`src/rtl/brq_pkg.sv`:
```
package brq_pkg;

	localparam int ANG_STAGES = 12;
	localparam int DIST_W = 32;

	localparam logic [29:0] TAN_ONE = 30'd1000000000;
	localparam logic [5:0] FIRST_CAND = 6'd32;
	localparam logic [5:0] TAN_LAST = 6'd44;
	localparam logic [6:0] ANG_MAX = 7'd89;

	localparam logic [8:0] BRG_NORTH = 9'd0;
	localparam logic [8:0] BRG_EAST = 9'd90;
	localparam logic [8:0] BRG_SOUTH = 9'd180;
	localparam logic [8:0] BRG_WEST = 9'd270;
	localparam logic [8:0] BRG_FULL = 9'd360;
	localparam logic [8:0] SECTOR_DEG = 9'd30;

	localparam logic [3:0] HOUR_NORTH = 4'd12;
	localparam logic [3:0] HOUR_SAME = 4'd13;
	localparam logic [3:0] BUCKET_NEAR = 4'd10;
	localparam logic [16:0] RANGE_SAT = 17'h1FFFF;

	localparam logic [7:0] BUCKET_LIM [10] = '{
		8'd200, 8'd150, 8'd100, 8'd75, 8'd50, 8'd25, 8'd15, 8'd10, 8'd5, 8'd1
	};

	typedef struct packed {
		logic xneg;
		logic yneg;
		logic xzero;
		logic yzero;
	} dir_t;

	// tan(k degrees) scaled by 1e9
	function automatic logic [29:0] tan9(input logic [5:0] k);
		logic [29:0] t;
		case (k)
			6'd0: t = 30'd0;
			6'd1: t = 30'd17455065;
			6'd2: t = 30'd34920769;
			6'd3: t = 30'd52407779;
			6'd4: t = 30'd69926812;
			6'd5: t = 30'd87488664;
			6'd6: t = 30'd105104235;
			6'd7: t = 30'd122784561;
			6'd8: t = 30'd140540835;
			6'd9: t = 30'd158384440;
			6'd10: t = 30'd176326981;
			6'd11: t = 30'd194380309;
			6'd12: t = 30'd212556562;
			6'd13: t = 30'd230868191;
			6'd14: t = 30'd249328003;
			6'd15: t = 30'd267949192;
			6'd16: t = 30'd286745386;
			6'd17: t = 30'd305730681;
			6'd18: t = 30'd324919696;
			6'd19: t = 30'd344327613;
			6'd20: t = 30'd363970234;
			6'd21: t = 30'd383864035;
			6'd22: t = 30'd404026226;
			6'd23: t = 30'd424474816;
			6'd24: t = 30'd445228685;
			6'd25: t = 30'd466307658;
			6'd26: t = 30'd487732589;
			6'd27: t = 30'd509525449;
			6'd28: t = 30'd531709432;
			6'd29: t = 30'd554309051;
			6'd30: t = 30'd577350269;
			6'd31: t = 30'd600860619;
			6'd32: t = 30'd624869352;
			6'd33: t = 30'd649407593;
			6'd34: t = 30'd674508517;
			6'd35: t = 30'd700207538;
			6'd36: t = 30'd726542528;
			6'd37: t = 30'd753554050;
			6'd38: t = 30'd781285627;
			6'd39: t = 30'd809784033;
			6'd40: t = 30'd839099631;
			6'd41: t = 30'd869286738;
			6'd42: t = 30'd900404044;
			6'd43: t = 30'd932515086;
			6'd44: t = 30'd965688775;
			6'd45: t = 30'd1000000000;
			default: t = 30'd0;
		endcase
		return t;
	endfunction

	function automatic logic [3:0] hour_of(input logic [8:0] brg, input logic same);
		logic [3:0] h;
		h = 4'd0;
		for (int k = 1; k <= 11; k++) begin
			if (brg >= 9'(30 * k)) begin
				h = h + 4'd1;
			end
		end
		if (same) begin
			h = HOUR_SAME;
		end else if (brg < SECTOR_DEG || brg >= BRG_FULL) begin
			h = HOUR_NORTH;
		end
		return h;
	endfunction

	function automatic logic [3:0] bucket_of(input logic [DIST_W-1:0] d);
		logic [3:0] b;
		b = BUCKET_NEAR;
		for (int i = 9; i >= 0; i--) begin
			if (d > DIST_W'(BUCKET_LIM[i])) begin
				b = 4'(i);
			end
		end
		return b;
	endfunction

endpackage

```
`src/rtl/brq_front.sv`:
```
module brq_front #(
	parameter int COORD_BITS = 16
) (
	input  logic                          clk,
	input  logic [2:0]                    load,
	input  logic signed [COORD_BITS-1:0]  origin_x,
	input  logic signed [COORD_BITS-1:0]  origin_y,
	input  logic signed [COORD_BITS-1:0]  target_x,
	input  logic signed [COORD_BITS-1:0]  target_y,
	output logic [2*COORD_BITS+1:0]       sumsq,
	output logic [COORD_BITS+30:0]        ps,
	output logic [COORD_BITS+30:0]        pb,
	output logic [COORD_BITS:0]           big,
	output logic                          caseb,
	output brq_pkg::dir_t                 dir
);

	localparam int AW = COORD_BITS + 1;
	localparam int NW = 2 * AW;
	localparam int PW = AW + 30;

	logic [AW-1:0] dx, dy, ax, ay;

	logic [AW-1:0] ax_s1, ay_s1;
	brq_pkg::dir_t dir_s1;

	logic [NW-1:0] sqx_s2, sqy_s2;
	logic [AW-1:0] small_s2, big_s2;
	logic caseb_s2;
	brq_pkg::dir_t dir_s2;

	logic [NW-1:0] n_s3;
	logic [PW-1:0] ps_s3, pb_s3;
	logic [AW-1:0] big_s3;
	logic caseb_s3;
	brq_pkg::dir_t dir_s3;

	assign dx = {target_x[COORD_BITS-1], target_x} - {origin_x[COORD_BITS-1], origin_x};
	assign dy = {target_y[COORD_BITS-1], target_y} - {origin_y[COORD_BITS-1], origin_y};
	assign ax = dx[AW-1] ? (~dx + AW'(1)) : dx;
	assign ay = dy[AW-1] ? (~dy + AW'(1)) : dy;

	always_ff @(posedge clk) begin
		if (load[0]) begin
			ax_s1 <= ax;
			ay_s1 <= ay;
			dir_s1.xneg <= dx[AW-1];
			dir_s1.yneg <= dy[AW-1];
			dir_s1.xzero <= (dx == '0);
			dir_s1.yzero <= (dy == '0);
		end
	end

	always_ff @(posedge clk) begin
		if (load[1]) begin
			sqx_s2 <= NW'(ax_s1) * NW'(ax_s1);
			sqy_s2 <= NW'(ay_s1) * NW'(ay_s1);
			caseb_s2 <= (ax_s1 >= ay_s1);
			small_s2 <= (ax_s1 >= ay_s1) ? ay_s1 : ax_s1;
			big_s2 <= (ax_s1 >= ay_s1) ? ax_s1 : ay_s1;
			dir_s2 <= dir_s1;
		end
	end

	always_ff @(posedge clk) begin
		if (load[2]) begin
			n_s3 <= sqx_s2 + sqy_s2;
			ps_s3 <= PW'(small_s2) * PW'(brq_pkg::TAN_ONE);
			pb_s3 <= PW'(big_s2) * PW'(brq_pkg::tan9(brq_pkg::FIRST_CAND));
			big_s3 <= big_s2;
			caseb_s3 <= caseb_s2;
			dir_s3 <= dir_s2;
		end
	end

	assign sumsq = n_s3;
	assign ps = ps_s3;
	assign pb = pb_s3;
	assign big = big_s3;
	assign caseb = caseb_s3;
	assign dir = dir_s3;

endmodule

```
`config.mk`:
```
export PLATFORM = sky130hd
export DESIGN_NAME = brq_front
export DESIGN_NICKNAME = d
export VERILOG_FILES = /design/src/rtl/brq_pkg.sv /design/src/rtl/brq_front.sv
export SDC_FILE = /design/constraint.sdc
export NUM_CORES = 2
export LEC_CHECK = 0
export BUFFER_PORTS_ARGS = -buffer_cell sky130_fd_sc_hd__buf_2
export CAP_MARGIN = 10
export CORE_AREA = 2 2 276 278
export DETAILED_ROUTE_END_ITERATION = 10
export DIE_AREA = 0 0 278 280
export PLACE_DENSITY_LB_ADDON = 0.2
export SLEW_MARGIN = 10
export SYNTH_ARGS = -nofsm -noshare
export SYNTH_HDL_FRONTEND = slang
export SYNTH_SLANG_ARGS = --single-unit
export TNS_END_PERCENT = 100
```
`constraint.sdc`:
```
create_clock -name clk -period 6.9 [get_ports clk]
set_clock_uncertainty 0.15 [all_clocks]
set_input_delay 0.69 -clock clk [delete_from_list [all_inputs] [get_ports clk]]
set_output_delay 0.69 -clock clk [all_outputs]
set_load 0.02 [all_outputs]
```
==> load_flow_metrics.sql <==
INSERT INTO impl_metrics (metric_group, metric, value, unit) VALUES
('outcome', 'status', 'completed', ''),
('global_route', 'grt_first_pass_wirelength', '165000', 'µm'),
('final_layout', 'area_used_by_multi_input_combinational_logic', '30900', 'µm²'),
('timing', 'hold_violations', '0', ''),
('timing', 'max_slew_margin', '29.3', '%'),
('global_route', 'grt_pass1_vias', '31500', ''),
('worst_setup_path', 'rrSetupSlack', '0.23', 'ns'),
('hold_path', 'timing.hold.worst_endpoint', 'dir[3]', ''),
('global_route', 'grt_max_degree', '73', ''),
('timing', 'max_clock_freq', '150', 'MHz'),
('floorplanning', 'num_rows', '101', ''),
('worst_setup_path', 'worstPathMaxFanout', '6', ''),
('worst_setup_path', 'worst-setup-path-type', 'flop to flop', ''),
('yosys', 'ys_dominant_reg_cell', 'sky130_fd_sc_hd__edfxtp_1', ''),
('floorplanning', 'ioPinCount', '218', ''),
('floorplanning', 'start_util', '58.4', '%'),
('hold_path', 'hold_path_startpoint', 'dir_s2[3]', ''),
('global_route', 'number_of_antenna_violations_at_the_first_check_in_global_routing', '0', ''),
('detailed_routing', 'ant_nets_after_route', '0', ''),
('final_layout', 'n_antenna_cell', '0', ''),
('final_layout', 'post_route_cells_drive_above_1_share', '10.9', '%'),
('worst_setup_path', 'r2r_start', 'ay_s1[4]', ''),
('yosys', 'synth-edff-count', '279', ''),
('final_layout', 'syn2layout_area_growth', '10.2', '%'),
('timing', 'setup_viol', '0', ''),
('placed_design', 'port_buffers', '205', ''),
('detailed_routing', 'drt_wl_total', '101000', 'µm'),
('detailed_routing', 'wl_per_cell', '17.8', 'µm'),
('floorplanning', 'die-area', '77800', 'µm²'),
('worst_setup_path', 'crit_required', '7.07', 'ns'),
('final_layout', 'most_used_cells_in_the_layout_excluding_fill_and_tap_cells', 'sky130_fd_sc_hd__inv_1 (1155), sky130_fd_sc_hd__fa_1 (704), sky130_fd_sc_hd__ha_1 (599)', ''),
('placed_design', 'gp_congestion', '0.974', ''),
('detailed_routing', 'drt_first_iter_violations', '1686', ''),
('timing', 'worstMarginPinSlew', '1.06', 'ns'),
('worst_setup_path', 'critical_register_to_register_path_endpoint', 'sqy_s2[33]', ''),
('detailed_routing', 'drc', '0', ''),
('final_layout', 'ff_latch_area', '8380', 'µm²'),
('global_route', 'grt_usage', '27.0', '%'),
('detailed_routing', 'detail_route.vias_per_cell', '5.27', ''),
('worst_setup_path', 'worst_setup_path_start_kind', 'flop', ''),
('worst_setup_path', 'cp-end-kind', 'flop', ''),
('detailed_routing', 'detail_route.first_pass.iterations', '5', ''),
('worst_setup_path', 'worstRegToRegCells', '22', ''),
('timing', 'fin_crit_sh', '96.7', '%'),
('cts', 'cts-htree-levels', '2', ''),
('detailed_routing', 'vias', '30000', ''),
('yosys', 'synth_async_sr_flop_share', '0', '%'),
('yosys', 'synth_cell_types', '93', ''),
('final_layout', 'n_fill_cell', '6147', ''),
('timing', 'fin_crit', '6.67', 'ns'),
('cts', 'cts_hold_buffers', '0', ''),
('final_layout', 'finalNetCount', '6069', ''),
('run', 'maxCapViolCount', '0', ''),
('cts', 'cts_sinks', '279', ''),
('yosys', 'synth-seq-area-share', '19.1', '%'),
('worst_setup_path', 'arrival', '6.84', 'ns'),
('final_layout', 'mostFrequentLayoutCell', 'sky130_fd_sc_hd__inv_1', ''),
('timing', 'hold_ws', '0.268', 'ns'),
('cts', 'clock_tree_from_tritoncts', 'yes', ''),
('floorplanning', 'die_x', '278', 'µm'),
('cts', 'clockRootBuffer', 'sky130_fd_sc_hd__clkbuf_16', ''),
('cts', 'clk_pin_slew', '0.05', 'ns'),
('yosys', 'post_synth.cell_area_avg', '10.1', 'µm²'),
('yosys', 'post_synth_inst_count', '4365', ''),
('yosys', 'synth.ff_latch_count', '279', ''),
('cts', 'numCtsBuffers', '37', ''),
('placed_design', 'dp_hpwl', '85400', 'µm'),
('cts', 'ctsLongestPathBuffers', '3', ''),
('floorplanning', 'die_y', '280', 'µm'),
('timing', 'final_max_slew_viol_count', '0', ''),
('hold_path', 'hp-class', 'flop to flop', ''),
('cts', 'insertion_delay', '0.59', 'ns'),
('yosys', 'mappedNetlistArea', '43900', 'µm²'),
('hold_path', 'holdPathStages', '0', ''),
('floorplanning', 'coreArea', '75200', 'µm²'),
('yosys', 'ys.warnings.count', '0', ''),
('global_route', 'grt.overflow.total', '0', '');
-- cells in the mapped netlist (4+ instances only) --
cell	count	share of area, %
sky130_fd_sc_hd__or2_2	14	0.20
sky130_fd_sc_hd__clkbuf_1	77	0.66
sky130_fd_sc_hd__a211oi_1	24	0.41
sky130_fd_sc_hd__o31ai_1	7	0.12
sky130_fd_sc_hd__buf_4	14	0.24
sky130_fd_sc_hd__o21a_1	25	0.43
sky130_fd_sc_hd__nand3_1	26	0.30
sky130_fd_sc_hd__and2_1	72	1.0
sky130_fd_sc_hd__nor3_1	31	0.35
sky130_fd_sc_hd__nand4_1	29	0.41
sky130_fd_sc_hd__ha_1	601	17
sky130_fd_sc_hd__nor2b_1	30	0.43
sky130_fd_sc_hd__xnor2_1	150	3.0
sky130_fd_sc_hd__or3_1	9	0.13
sky130_fd_sc_hd__inv_1	1159	9.9
sky130_fd_sc_hd__nand2_1	254	2.2
sky130_fd_sc_hd__edfxtp_1	279	19
sky130_fd_sc_hd__nand2b_1	24	0.34
sky130_fd_sc_hd__mux2_2	13	0.33
sky130_fd_sc_hd__o211ai_1	7	0.12
sky130_fd_sc_hd__a21o_1	92	1.6
sky130_fd_sc_hd__o21bai_1	14	0.24
sky130_fd_sc_hd__a31oi_1	12	0.17
sky130_fd_sc_hd__nand3b_1	5	0.085
sky130_fd_sc_hd__fa_1	708	32
sky130_fd_sc_hd__o21ai_0	113	1.3
sky130_fd_sc_hd__and4_1	4	0.080
sky130_fd_sc_hd__a21boi_0	4	0.068
sky130_fd_sc_hd__a221o_1	5	0.11
sky130_fd_sc_hd__o21ai_1	16	0.18
sky130_fd_sc_hd__a2111oi_0	4	0.080
sky130_fd_sc_hd__nor2_1	211	1.8
sky130_fd_sc_hd__xor2_1	62	1.2
sky130_fd_sc_hd__a21oi_1	154	1.8
sky130_fd_sc_hd__and3_1	15	0.21
sky130_fd_sc_hd__clkinv_1	10	0.085
-- cells by family (layout without fill, tap and decap cells) --
group	Yosys count	after routing	share of synthesized area, %
buf+inv	1268	1610	11.0
simple gates	747	747	7.98
fa+ha+maj	1309	1309	49.4
flops	279	279	19.1
compound gates	534	534	7.95
other cells	1	12	0.00854
xor+xnor	212	212	4.23
mux	15	15	0.379
-- state kept, by name (all words and copies together), names as in the netlist --
register and flops:
pb 42, big 17, caseb_s2 1, big_s2 17, caseb 1, dir_s2 4
sqx_s2 33, small_s2 17, sumsq 34, ps 38, ax_s1 17, sqy_s2 33
ay_s1 17, dir_s1 4, dir 4
-- critical path, stage by stage, from the launching register on --
cell	delay, ns
sky130_fd_sc_hd__edfxtp_1	0.51
sky130_fd_sc_hd__buf_4	0.18
sky130_fd_sc_hd__nand2_1	0.07
sky130_fd_sc_hd__fa_1	0.54
sky130_fd_sc_hd__inv_1	0.08
sky130_fd_sc_hd__fa_1	0.56
sky130_fd_sc_hd__fa_1	0.45
sky130_fd_sc_hd__fa_1	0.53
sky130_fd_sc_hd__fa_1	0.49
sky130_fd_sc_hd__inv_1	0.05
sky130_fd_sc_hd__fa_1	0.47
sky130_fd_sc_hd__inv_1	0.04
sky130_fd_sc_hd__ha_1	0.28
sky130_fd_sc_hd__a21o_1	0.17
sky130_fd_sc_hd__a21o_1	0.19
sky130_fd_sc_hd__a21oi_2	0.17
sky130_fd_sc_hd__o21ai_1	0.09
sky130_fd_sc_hd__or3_1	0.32
sky130_fd_sc_hd__o22ai_2	0.23
sky130_fd_sc_hd__o21ai_1	0.13
sky130_fd_sc_hd__nand2b_4	0.16
sky130_fd_sc_hd__or4_1	0.40
sky130_fd_sc_hd__and3_1	0.17
-- worst max path at each step --
| stage | to | start |
|---|---|---|
| final | sqy_s2[33] | ay_s1[4] |
| after global routing | sqy_s2[30] | ay_s1[4] |
| after CTS | sqy_s2[33] | ay_s1[12] |
| after detailed placement | sqy_s2[33] | ay_s1[12] |
| after global placement | sqy_s2[33] | ay_s1[4] |
| after floorplan | sqy_s2[33] | ay_s1[10] |
-- layout make-up --
type                    instances  share of cell area [%]
clock buffers                  41                    1.94
clock inverters                24                   0.535
inverters                    1171                    9.10
multi-input cells            2829                    63.8
flip-flops and latches        279                    17.3
well taps                     978                    2.53
repair buffers                374                    4.80
-- stage by stage --
stage / util, % / worst slack, ns / cells / TNS (ns) / instance area [µm²]
finish: 64.4 / 0.227 / 5696 / 0 / 48400
global route: 64.4 / -0.00843 / 5696 / -0.0151 / 48400
CTS: 63.9 / 0.0812 / 5666 / 0 / 48000
detailed placement: 62.3 / 0.131 / 5601 / 0 / 46800
global placement: 62.3 / 0.227 / 5601 / 0 / 46800
floorplan: - / 0.147 / 4376 / 0 / 44000
-- what timing repair did --
action                     in CTS  in global routing
buffers inserted                0                 30
resized for setup               0                 32
setup endpoints to repair       0                 23
-- layer usage --
layer  up-vias  GRT usage, %  wire [µm]
met5         -             0          0
met4         0          6.36       2360
met3       132          3.56       5320
met2       719          44.6      47600
met1     14800          38.1      46200
li1      14300             -          -
Power is not shown: default switching activity piles up to over one toggle a cycle in this logic, so the estimate is an artifact.
